**config.mk**
```make
export PLATFORM = sky130hd
export DESIGN_NAME = gregorian_date_arithmetic
export DESIGN_NICKNAME = d
export VERILOG_FILES = /design/src/hdl/gda_pkg.sv /design/src/hdl/gda_dp.sv /design/src/hdl/gda_ctrl.sv /design/src/hdl/gregorian_date_arithmetic.sv
export VERILOG_INCLUDE_DIRS = /design/src /design/src/hdl
export SDC_FILE = /design/constraint.sdc
export NUM_CORES = 1
export LEC_CHECK = 0
export ABC_AREA = 1
export BUFFER_PORTS_ARGS = -buffer_cell sky130_fd_sc_hd__buf_2
export CORE_ASPECT_RATIO = 1.75
export CORE_MARGIN = 2
export CORE_UTILIZATION = 40
export CTS_CLUSTER_DIAMETER = 150
export DETAILED_ROUTE_END_ITERATION = 8
export SKIP_CTS_REPAIR_TIMING = 1
export SYNTH_ARGS = -nofsm -noshare
export SYNTH_HDL_FRONTEND = slang
export SYNTH_HIERARCHICAL = 1
export SYNTH_SLANG_ARGS = --single-unit
```
**constraint.sdc**
```tcl
create_clock -name clk -period 12.16 [get_ports clk]
set_clock_uncertainty 0.05 [all_clocks]
set_input_delay 3.04 -clock clk [delete_from_list [all_inputs] [get_ports clk]]
set_output_delay 3.04 -clock clk [all_outputs]
set_load 0.05 [all_outputs]
```
**src/hdl/gregorian_date_arithmetic_assert.svh**
```systemverilog
// Assertion macros shared by the date arithmetic modules.
// Users must have clk and rst in scope; no other dependencies.
`ifndef GREGORIAN_DATE_ARITHMETIC_ASSERT_SVH
`define GREGORIAN_DATE_ARITHMETIC_ASSERT_SVH

// same-cycle implication
`define GDA_ASSERT_NOW(label, ante, cons, msg) \
  label: assert property (@(posedge clk) disable iff (rst) (ante) |-> (cons)) \
    else $error(msg);

// next-cycle implication
`define GDA_ASSERT_NEXT(label, ante, cons, msg) \
  label: assert property (@(posedge clk) disable iff (rst) (ante) |=> (cons)) \
    else $error(msg);

`endif

```
**src/hdl/gda_pkg.sv**
```systemverilog
// Shared types, constants and calendar functions for the date arithmetic block.
// No dependencies.
package gda_pkg;

  localparam int DAY_W  = 5;
  localparam int MON_W  = 4;
  localparam int YEAR_W = 14;
  localparam int CNT_W  = 15;
  localparam int BTW_W  = 22;
  localparam int REM_W  = 18;
  localparam int CEN_W  = 8;
  localparam int YR_W   = 7;

  localparam logic [2:0] OP_ADD_DAYS     = 3'd0;
  localparam logic [2:0] OP_ADD_WEEKS    = 3'd1;
  localparam logic [2:0] OP_ADD_MONTHS   = 3'd2;
  localparam logic [2:0] OP_ADD_YEARS    = 3'd3;
  localparam logic [2:0] OP_DAYS_BETWEEN = 3'd4;

  localparam logic [1:0] STAT_OK  = 2'd0;
  localparam logic [1:0] STAT_OVF = 2'd1;
  localparam logic [1:0] STAT_BAD = 2'd2;

  localparam logic [YEAR_W-1:0] MAX_YEAR = 14'd9999;

  // floor(x / 100) = (x * 5243) >> 19 for x < 43690
  localparam logic [12:0] DIV100_MUL   = 13'd5243;
  localparam int          DIV100_SHIFT = 19;

  localparam logic [REM_W-1:0] MONTHS_PER_YEAR = 18'd12;
  localparam logic [REM_W-1:0] MONTHS_SKIP     = 18'd96;
  localparam logic [YEAR_W-1:0] YEARS_SKIP     = 14'd8;

  typedef struct packed {
    logic capture;
    logic split_q;
    logic split_r;
    logic side;
    logic set_bad;
    logic load_rem;
    logic add_years;
    logic step_day;
    logic step_mon;
    logic ser_a;
    logic ser_b;
    logic diff;
    logic out_load;
  } gda_cmd_t;

  typedef struct packed {
    logic [2:0] op;
    logic       start_ok;
    logic       end_ok;
    logic       day_fin;
    logic       mon_fin;
  } gda_stat_t;

  // year given as 100*q + r
  function automatic logic is_leap(input logic [CEN_W-1:0] q, input logic [YR_W-1:0] r);
    is_leap = (r == 7'd0) ? (q[1:0] == 2'd0) : (r[1:0] == 2'd0);
  endfunction

  function automatic logic [DAY_W-1:0] days_in(input logic [MON_W-1:0] m, input logic leap);
    unique case (m)
      4'd1, 4'd3, 4'd5, 4'd7, 4'd8, 4'd10, 4'd12: days_in = 5'd31;
      4'd4, 4'd6, 4'd9, 4'd11:                    days_in = 5'd30;
      4'd2:                                       days_in = leap ? 5'd29 : 5'd28;
      default:                                    days_in = 5'd0;
    endcase
  endfunction

  // days in the months before month m of a common year
  function automatic logic [8:0] cum_days(input logic [MON_W-1:0] m);
    unique case (m)
      4'd2:    cum_days = 9'd31;
      4'd3:    cum_days = 9'd59;
      4'd4:    cum_days = 9'd90;
      4'd5:    cum_days = 9'd120;
      4'd6:    cum_days = 9'd151;
      4'd7:    cum_days = 9'd181;
      4'd8:    cum_days = 9'd212;
      4'd9:    cum_days = 9'd243;
      4'd10:   cum_days = 9'd273;
      4'd11:   cum_days = 9'd304;
      4'd12:   cum_days = 9'd334;
      default: cum_days = 9'd0;
    endcase
  endfunction

endpackage

```
**src/hdl/gda_dp.sv**
```systemverilog
// Datapath: request registers, year split by 100, day/month stepping, serial days.
// Depends on gda_pkg and gregorian_date_arithmetic_assert.svh.
`include "gregorian_date_arithmetic_assert.svh"

module gda_dp (
  input  logic                clk,
  input  logic                rst,
  input  logic [63:0]         s_tdata,
  input  logic [3:0]          s_tuser,
  input  gda_pkg::gda_cmd_t   cmd,
  output gda_pkg::gda_stat_t  stat,
  output logic [47:0]         m_tdata,
  output logic [1:0]          m_tuser
);

  logic [2:0]                        op;
  logic [gda_pkg::DAY_W-1:0]         d, ed;
  logic [gda_pkg::MON_W-1:0]         m, em;
  logic [gda_pkg::YEAR_W-1:0]        y, ey;
  logic [gda_pkg::CNT_W-1:0]         cnt;
  logic                              inc;
  logic [gda_pkg::CEN_W-1:0]         yq, eq, qtmp;
  logic [gda_pkg::YR_W-1:0]          yr, er;
  logic [gda_pkg::REM_W-1:0]         rem;
  logic [gda_pkg::BTW_W-1:0]         sacc, s1, between;
  logic [1:0]                        status;

  logic [gda_pkg::DAY_W-1:0]         o_day;
  logic [gda_pkg::MON_W-1:0]         o_month;
  logic [gda_pkg::YEAR_W-1:0]        o_year;
  logic [gda_pkg::BTW_W-1:0]         o_between;
  logic [1:0]                        o_status;

  // split by 100
  logic [gda_pkg::YEAR_W-1:0]        x;
  logic [26:0]                       prod;
  logic [gda_pkg::YEAR_W-1:0]        q_x100;
  logic [gda_pkg::YR_W-1:0]          r_split;

  assign x       = cmd.side ? ey : y;
  assign prod    = 27'(x) * 27'(gda_pkg::DIV100_MUL);
  assign q_x100  = 14'(qtmp) * 14'd100;
  assign r_split = 7'(x - q_x100);

  // validity
  logic                       leap_y, leap_e, leap_n, leap_s;
  logic [gda_pkg::DAY_W-1:0]  dim_y, dim_e;

  assign leap_y = gda_pkg::is_leap(yq, yr);
  assign leap_e = gda_pkg::is_leap(eq, er);
  assign dim_y  = gda_pkg::days_in(m, leap_y);
  assign dim_e  = gda_pkg::days_in(em, leap_e);

  assign stat.op       = op;
  assign stat.start_ok = (m != 4'd0) && (m <= 4'd12) && (y != 14'd0)
                         && (y <= gda_pkg::MAX_YEAR) && (d != 5'd0) && (d <= dim_y);
  assign stat.end_ok   = (em != 4'd0) && (em <= 4'd12) && (ey != 14'd0)
                         && (ey <= gda_pkg::MAX_YEAR) && (ed != 5'd0) && (ed <= dim_e);

  // next year and year + 8 in split form
  logic [gda_pkg::CEN_W-1:0]  nq, nq8;
  logic [gda_pkg::YR_W-1:0]   nr, nr8, r8;
  logic                       wrap8;

  assign nr     = (yr == 7'd99) ? 7'd0 : yr + 7'd1;
  assign nq     = (yr == 7'd99) ? yq + 8'd1 : yq;
  assign leap_n = gda_pkg::is_leap(nq, nr);
  assign r8     = yr + 7'(gda_pkg::YEARS_SKIP);
  assign wrap8  = r8 >= 7'd100;
  assign nr8    = wrap8 ? r8 - 7'd100 : r8;
  assign nq8    = wrap8 ? yq + 8'd1 : yq;

  logic [gda_pkg::YEAR_W-1:0] y_inc, y8;
  logic                       y_ovf1, ovf8;

  assign y_inc  = y + 14'd1;
  assign y8     = y + gda_pkg::YEARS_SKIP;
  assign y_ovf1 = (y == gda_pkg::MAX_YEAR);
  assign ovf8   = (y8 > gda_pkg::MAX_YEAR);

  // day stepping
  logic [8:0]                 ylen;
  logic [gda_pkg::DAY_W-1:0]  dl;
  logic                       year_skip, fits;

  assign ylen      = ((m <= 4'd2) ? leap_y : leap_n) ? 9'd366 : 9'd365;
  assign dl        = dim_y - d;
  assign year_skip = (d == 5'd1) && (rem >= 18'(ylen));
  assign fits      = rem <= 18'(dl);
  assign stat.day_fin = year_skip ? y_ovf1 : (fits || ((m == 4'd12) && y_ovf1));

  // month stepping
  logic                       short_day, skip8, skip1;
  logic [gda_pkg::MON_W-1:0]  m_inc;
  logic [gda_pkg::DAY_W-1:0]  dim_mi;

  assign short_day = d <= 5'd28;
  assign skip8     = short_day && (rem >= gda_pkg::MONTHS_SKIP);
  assign skip1     = short_day && (rem >= gda_pkg::MONTHS_PER_YEAR);
  assign m_inc     = m + 4'd1;
  assign dim_mi    = gda_pkg::days_in(m_inc, leap_y);
  assign stat.mon_fin = (rem == 18'd0)
                        || (skip8 ? ovf8 : (skip1 ? y_ovf1 : ((m == 4'd12) && y_ovf1)));

  // serial day number
  logic [gda_pkg::DAY_W-1:0]  sd;
  logic [gda_pkg::MON_W-1:0]  sm;
  logic [gda_pkg::YEAR_W-1:0] sy, p;
  logic [gda_pkg::CEN_W-1:0]  sq, pq;
  logic [gda_pkg::YR_W-1:0]   sr;
  logic [gda_pkg::BTW_W-1:0]  s_val;

  assign sd     = cmd.side ? ed : d;
  assign sm     = cmd.side ? em : m;
  assign sy     = cmd.side ? ey : y;
  assign sq     = cmd.side ? eq : yq;
  assign sr     = cmd.side ? er : yr;
  assign leap_s = cmd.side ? leap_e : leap_y;
  assign p      = sy - 14'd1;
  assign pq     = (sr == 7'd0) ? sq - 8'd1 : sq;
  assign s_val  = sacc - 22'(pq) + 22'(pq >> 2) + 22'(gda_pkg::cum_days(sm))
                  + 22'((sm > 4'd2) && leap_s) + 22'(sd);

  logic [15:0] ysum;
  assign ysum = 16'(y) + 16'(cnt);

  always_ff @(posedge clk) begin
    if (cmd.capture) begin
      op      <= s_tuser[2:0];
      inc     <= s_tuser[3];
      d       <= s_tdata[4:0];
      m       <= s_tdata[8:5];
      y       <= s_tdata[22:9];
      cnt     <= s_tdata[37:23];
      ed      <= s_tdata[42:38];
      em      <= s_tdata[46:43];
      ey      <= s_tdata[60:47];
      status  <= gda_pkg::STAT_OK;
      between <= '0;
    end
    if (cmd.split_q) begin
      qtmp <= prod[gda_pkg::DIV100_SHIFT +: gda_pkg::CEN_W];
    end
    if (cmd.split_r) begin
      if (cmd.side) begin
        eq <= qtmp;
        er <= r_split;
      end else begin
        yq <= qtmp;
        yr <= r_split;
      end
    end
    if (cmd.set_bad) begin
      status <= gda_pkg::STAT_BAD;
    end
    if (cmd.load_rem) begin
      rem <= (op == gda_pkg::OP_ADD_WEEKS) ? (18'(cnt) << 3) - 18'(cnt) : 18'(cnt);
    end
    if (cmd.add_years) begin
      if (ysum > 16'(gda_pkg::MAX_YEAR)) begin
        y      <= gda_pkg::MAX_YEAR;
        status <= gda_pkg::STAT_OVF;
      end else begin
        y <= ysum[gda_pkg::YEAR_W-1:0];
      end
    end
    if (cmd.step_day) begin
      if (stat.day_fin && !fits) begin
        d      <= 5'd31;
        m      <= 4'd12;
        y      <= gda_pkg::MAX_YEAR;
        status <= gda_pkg::STAT_OVF;
      end else if (year_skip) begin
        y   <= y_inc;
        yq  <= nq;
        yr  <= nr;
        rem <= rem - 18'(ylen);
      end else if (fits) begin
        d <= d + rem[gda_pkg::DAY_W-1:0];
      end else begin
        rem <= rem - 18'(dl) - 18'd1;
        d   <= 5'd1;
        if (m == 4'd12) begin
          m  <= 4'd1;
          y  <= y_inc;
          yq <= nq;
          yr <= nr;
        end else begin
          m <= m_inc;
        end
      end
    end
    if (cmd.step_mon && (rem != 18'd0)) begin
      if (stat.mon_fin) begin
        d      <= 5'd31;
        m      <= 4'd12;
        y      <= gda_pkg::MAX_YEAR;
        status <= gda_pkg::STAT_OVF;
      end else if (skip8) begin
        y   <= y8;
        yq  <= nq8;
        yr  <= nr8;
        rem <= rem - gda_pkg::MONTHS_SKIP;
      end else if (skip1) begin
        y   <= y_inc;
        yq  <= nq;
        yr  <= nr;
        rem <= rem - gda_pkg::MONTHS_PER_YEAR;
      end else begin
        rem <= rem - 18'd1;
        if (m == 4'd12) begin
          m  <= 4'd1;
          y  <= y_inc;
          yq <= nq;
          yr <= nr;
        end else begin
          m <= m_inc;
          if (d > dim_mi) begin
            d <= dim_mi;
          end
        end
      end
    end
    if (cmd.ser_a) begin
      sacc <= 22'(p) * 22'd365 + 22'(p >> 2);
    end
    if (cmd.ser_b) begin
      sacc <= s_val;
      if (!cmd.side) begin
        s1 <= s_val;
      end
    end
    if (cmd.diff) begin
      between <= ((s1 < sacc) ? sacc - s1 : 22'd0) + 22'(inc);
    end
    if (cmd.out_load) begin
      o_day     <= d;
      o_month   <= m;
      o_year    <= y;
      o_between <= between;
      o_status  <= status;
    end
  end

  assign m_tdata = {3'b000, o_between, o_year, o_month, o_day};
  assign m_tuser = o_status;

  `GDA_ASSERT_NEXT(a_rem_falls, (cmd.step_day || cmd.step_mon), (rem <= $past(rem)), "step count grew")
  `GDA_ASSERT_NEXT(a_status_code, cmd.out_load, (o_status == gda_pkg::STAT_OK || o_status == gda_pkg::STAT_OVF || o_status == gda_pkg::STAT_BAD), "bad status code")

endmodule

```
**src/hdl/gda_ctrl.sv**
```systemverilog
// Controller: sequences split, check, stepping and serial phases; owns output valid.
// Depends on gda_pkg and gregorian_date_arithmetic_assert.svh.
`include "gregorian_date_arithmetic_assert.svh"

module gda_ctrl (
  input  logic                clk,
  input  logic                rst,
  input  logic                s_tvalid,
  output logic                s_tready,
  output logic                m_tvalid,
  input  logic                m_tready,
  input  gda_pkg::gda_stat_t  stat,
  output gda_pkg::gda_cmd_t   cmd
);

  typedef enum logic [9:0] {
    S_IDLE     = 10'b0000000001,
    S_SPLIT_Q  = 10'b0000000010,
    S_SPLIT_R  = 10'b0000000100,
    S_CHECK    = 10'b0000001000,
    S_STEP_DAY = 10'b0000010000,
    S_STEP_MON = 10'b0000100000,
    S_SER_A    = 10'b0001000000,
    S_SER_B    = 10'b0010000000,
    S_DIFF     = 10'b0100000000,
    S_DONE     = 10'b1000000000
  } state_t;

  state_t state, state_next;
  logic   side, side_next;
  logic   out_valid;

  assign s_tready = (state == S_IDLE);
  assign m_tvalid = out_valid;

  always_comb begin
    cmd        = '0;
    cmd.side   = side;
    state_next = state;
    side_next  = side;
    unique case (state)
      S_IDLE: begin
        if (s_tvalid) begin
          cmd.capture = 1'b1;
          side_next   = 1'b0;
          state_next  = S_SPLIT_Q;
        end
      end
      S_SPLIT_Q: begin
        cmd.split_q = 1'b1;
        state_next  = S_SPLIT_R;
      end
      S_SPLIT_R: begin
        cmd.split_r = 1'b1;
        state_next  = S_CHECK;
      end
      S_CHECK: begin
        if (side) begin
          if (!stat.end_ok) begin
            cmd.set_bad = 1'b1;
            state_next  = S_DONE;
          end else begin
            side_next  = 1'b0;
            state_next = S_SER_A;
          end
        end else begin
          priority if (stat.op > gda_pkg::OP_DAYS_BETWEEN) begin
            state_next = S_DONE;
          end else if (!stat.start_ok) begin
            cmd.set_bad = 1'b1;
            state_next  = S_DONE;
          end else begin
            unique case (stat.op)
              gda_pkg::OP_ADD_DAYS, gda_pkg::OP_ADD_WEEKS: begin
                cmd.load_rem = 1'b1;
                state_next   = S_STEP_DAY;
              end
              gda_pkg::OP_ADD_MONTHS: begin
                cmd.load_rem = 1'b1;
                state_next   = S_STEP_MON;
              end
              gda_pkg::OP_ADD_YEARS: begin
                cmd.add_years = 1'b1;
                state_next    = S_DONE;
              end
              gda_pkg::OP_DAYS_BETWEEN: begin
                side_next  = 1'b1;
                state_next = S_SPLIT_Q;
              end
              default: state_next = S_DONE;
            endcase
          end
        end
      end
      S_STEP_DAY: begin
        cmd.step_day = 1'b1;
        if (stat.day_fin) begin
          state_next = S_DONE;
        end
      end
      S_STEP_MON: begin
        cmd.step_mon = 1'b1;
        if (stat.mon_fin) begin
          state_next = S_DONE;
        end
      end
      S_SER_A: begin
        cmd.ser_a  = 1'b1;
        state_next = S_SER_B;
      end
      S_SER_B: begin
        cmd.ser_b = 1'b1;
        if (side) begin
          state_next = S_DIFF;
        end else begin
          side_next  = 1'b1;
          state_next = S_SER_A;
        end
      end
      S_DIFF: begin
        cmd.diff   = 1'b1;
        state_next = S_DONE;
      end
      S_DONE: begin
        if (!out_valid || m_tready) begin
          cmd.out_load = 1'b1;
          state_next   = S_IDLE;
        end
      end
      default: state_next = S_IDLE;
    endcase
  end

  always_ff @(posedge clk) begin
    if (rst) begin
      state     <= S_IDLE;
      side      <= 1'b0;
      out_valid <= 1'b0;
    end else begin
      state <= state_next;
      side  <= side_next;
      if (cmd.out_load) begin
        out_valid <= 1'b1;
      end else if (m_tready) begin
        out_valid <= 1'b0;
      end
    end
  end

  `GDA_ASSERT_NOW(a_load_free, cmd.out_load, (!out_valid || m_tready), "result overwritten")
  `GDA_ASSERT_NEXT(a_accept_split, (s_tvalid && s_tready), (state == S_SPLIT_Q), "accept lost")

endmodule

```
**src/hdl/gregorian_date_arithmetic.sv**
```systemverilog
// Gregorian date arithmetic: add days/weeks/months/years or count days between dates.
// Top level; depends on gda_pkg, gda_ctrl and gda_dp.
//
// Usage:
//   One request in on the s_ channel, one result out on the m_ channel.
//   s_tuser carries the operation and the end-inclusion flag; s_tdata the dates
//   and count. m_tdata carries the result date and day count; m_tuser the status.
//   A request is taken only while the sequencer is idle (s_tready high).
// Processing after a request is accepted:
//   add years, bad start date or unused code: year split and date check only;
//   bad end date: also the end-date split and check; days between: both splits,
//   both checks, both serial day numbers and the difference.
//   add days/weeks: then one step per whole year skipped, month step or final
//   day step (one calendar step per cycle).
//   add months: then one step per 8-year jump, year jump or single month, ending
//   once the count runs out. Requests are handled one at a time; the next request
//   is accepted the cycle after the result is loaded.
// Reset clears the sequencer and the output valid; no pending result survives.
// A stalled receiver holds the result in the output register; the next request
// is still accepted and processed, and waits at its end for the register to free.
module gregorian_date_arithmetic (
  input  logic        clk,
  input  logic        rst,
  input  logic        s_tvalid,
  output logic        s_tready,
  input  logic [63:0] s_tdata,  // day, month, year, count, end_day, end_month, end_year, 0s
  input  logic [3:0]  s_tuser,  // operation, include_end
  output logic        m_tvalid,
  input  logic        m_tready,
  output logic [47:0] m_tdata,  // res_day, res_month, res_year, days_between, 0s
  output logic [1:0]  m_tuser   // status
);

  gda_pkg::gda_cmd_t  cmd;
  gda_pkg::gda_stat_t stat;

  gda_ctrl u_ctrl (
    .clk      (clk),
    .rst      (rst),
    .s_tvalid (s_tvalid),
    .s_tready (s_tready),
    .m_tvalid (m_tvalid),
    .m_tready (m_tready),
    .stat     (stat),
    .cmd      (cmd)
  );

  gda_dp u_dp (
    .clk     (clk),
    .rst     (rst),
    .s_tdata (s_tdata),
    .s_tuser (s_tuser),
    .cmd     (cmd),
    .stat    (stat),
    .m_tdata (m_tdata),
    .m_tuser (m_tuser)
  );

endmodule
```
==> impl_metrics.yaml <==
outcome:
  outcome: "complete, no violations"
final_layout:
  drive_gt1_frac: 0.0898
  syn_to_final_growth_pct: 8.46
  num-fill-cells: 7403
  nets: 4455
  fin_cells: 4838
clocking:
  root_buffer: "clkbuf_16"
  clkTransAtPathRegs_ns: 0.07
  cts_tree: "built"
  clock-sinks: 248
  clk_latency_ns: 0.61
  cts_made_buffers: 28
  h-tree-depth: 1
  clock_path_buffers: 3
global_routing:
  grt_max_degree: 58
  grt_pass1_wl_um: 135000
  grt_pass1_vias: 25633
  antenna_found_initial: 0
  globalRouteTotalUtil: 0.236
  grt.overflow.total: 0
detailed_routing:
  detail_route.wl_per_cell_um: 17.9
  wl_met1_um: 32400
  drt_iter0_drc: 1496
  ant_nets: 0
  wl_met2_um: 45400
  via_per_inst: 5.24
  drc: 0
  met3WireLength_um: 3320
  dr.max_layer_used: "met4"
  vias: 25375
  detail_route.first_pass.iterations: 5
  wl_um: 86800
setup_path:
  endpoint: "u_dp/sacc[21]"
  reg2reg_depth: 26
  regToRegSetupSlack_ns: 4.79
  path_class: "reg2reg"
  crit_start: "u_ctrl/side"
  end_kind: "flip-flop"
  timing.rr.start: "u_ctrl/side"
  crit_required_ns: 12.44
  cp.arrival_ns: 7.65
  timing.rr.end: "u_dp/sacc[21]"
  cp_max_fo: 28
  startpoint_type: "flip-flop"
yosys:
  syn_area_mm2: 0.0286
  synth_enable_flop_cells: 197
  yosysUniqueCellTypes: 72
  synth-seq-cells: 248
  yosys_warnings: 6
  synth_flop_cell: "edfxtp_1"
  synthArstFlopShare: 0
  synthesis.instances: 3794
  synth_area_leader_cell: "edfxtp_1"
  synthTopCellsByCount: "nand2_1 (849), inv_1 (654), ha_1 (343), nor2_1 (275), o21ai_0 (263)"
  synthTopCellsByArea: "edfxtp_1 (21%), ha_1 (15%), nand2_1 (11%)"
  synth_seq_area_share: 0.243
  yosysTopAreaCellShare: 0.207
  synth.most_common_cell: "nand2_1"
  syn_avg_cell_area_um2: 7.53
hold_path:
  hold_path.class: "reg2reg"
sta:
  slew_headroom: 0.249
  timing_hold_violations_final: 0
  report.final.slew_viol_count: 0
  finalCriticalPeriod_ns: 7.37
  tns_ns: 0
  fmax_mhz: 136
  tightestPinTransition_ns: 1.11
  setup_slack_ns: 4.79
  setup-violations-final: 0
  rsz0062_at_grt: "no"
  period_share: 0.606
placed_design:
  dp_worst_setup_slack_ns: 4.77
  routabilityCongestion: 0.974
  hpwl_um: 71400
  port_buffers: 117
  post-place-cells: 4787
die:
  core_mm2: 0.0707
  rows: 129
  die-area_mm2: 0.0736
  start_util: 0.404
  chipHeight_um: 357
  die_w_um: 206
  pin_count: 124
run:
  drv_cap: 0
## layout by cell type, fill, tap and decap left out, types with 51 or more instances in the layout
cell      synthesis  routed
fa_1            140     140
edfxtp_1        197     197
o21ai_0         263     263
xor2_1          110     110
dfxtp_1          51      51
nand2_1         849     849
ha_1            343     343
a21oi_1         208     208
nand4_1          52      52
nand3_1         197     197
nor2_1          275     272
buf_2            14     117
inv_1           654     654
## worst max-delay path: stages, from the launching register on
cell and delay, ns:
dfxtp_1 0.34, inv_1 0.36, or2_2 0.43, o21ai_1 0.43, ha_1 0.26, nand2_1 0.07
nor2_1 0.16, nand2_1 0.10, nor2_1 0.17, nand2_1 0.09, xor2_1 0.50, inv_1 0.27
ha_1 0.41, fa_1 0.54, inv_1 0.05, fa_1 0.47, inv_1 0.05, fa_1 0.47
ha_1 0.31, ha_1 0.38, nand2_1 0.10, nor2_1 0.14, nand2_1 0.11, o311ai_0 0.50
nand3_1 0.13, nand3_1 0.13, nand2_1 0.06
## stage by stage
step                hold WS, ns  area [µm²]   util
finish                    0.368       31000  0.438
global route              0.372       31000  0.438
CTS                       0.368       31000  0.438
detailed placement        0.356       30100  0.426
global placement          0.353       30100  0.426
floorplan                 0.350       28600      -
## cells by family after synthesis
| family | Yosys count | share of synthesized area |
|---|---|---|
| compound gates | 590 | 0.113 |
| other cells | 1 | 0.000131 |
| buf+inv | 744 | 0.102 |
| simple gates | 1587 | 0.251 |
| flops | 248 | 0.243 |
| mux | 1 | 0.000394 |
| xor+xnor | 140 | 0.0429 |
| fa+ha+maj | 483 | 0.248 |
## sequential cells by signal (all words and copies together) (netlist names), 7 cells and up
| signal | cells |
|---|---|
| u_dp/o_year | 14 |
| u_dp/s1 | 22 |
| u_dp/sacc | 22 |
| u_dp/y | 14 |
| u_dp/o_between | 22 |
| u_dp/yq | 8 |
| u_dp/ey | 14 |
| u_dp/cnt | 15 |
| u_dp/qtmp | 8 |
| u_dp/eq | 8 |
| u_ctrl/state | 10 |
| u_dp/rem | 18 |
| u_dp/yr | 7 |
| u_dp/between | 22 |
| u_dp/er | 7 |
## how the worst min path moves through the flow
stage                          start            endpoint  slack (ns)  cells past startpoint
detailed placement  u_dp/between[15]  u_dp/o_between[15]        0.36                      0
finish              u_dp/between[13]  u_dp/o_between[13]        0.37                      0
global placement    u_dp/between[15]  u_dp/o_between[15]        0.35                      0
floorplan            u_dp/between[0]   u_dp/o_between[0]        0.35                      0
CTS                 u_dp/between[18]  u_dp/o_between[18]        0.37                      0
global route        u_dp/between[12]  u_dp/o_between[12]        0.37                      0
## layer usage
| metal | global-route usage | up-vias |
|---|---|---|
| met3 | 0.0216 | 263 |
| met1 | 0.250 | 11863 |
| met4 | 0.145 | 0 |
| li1 | - | 12585 |
| met5 | 0 | - |
| met2 | 0.443 | 664 |
## final cells by class
type                       instances  area [µm²]  area share
inverter                         682        2560      0.0828
antenna                            1        2.50   0.0000808
tap                              917        1150      0.0370
sequential                       248        6940       0.224
clock buffer                      30         729      0.0235
clock inverter                    20         125     0.00404
timing repair buffer             136         728      0.0235
multi-input combinational       2804       18700       0.605
Power is not shown: default switching activity piles up to over one toggle a cycle in this logic, so the estimate is an artifact.
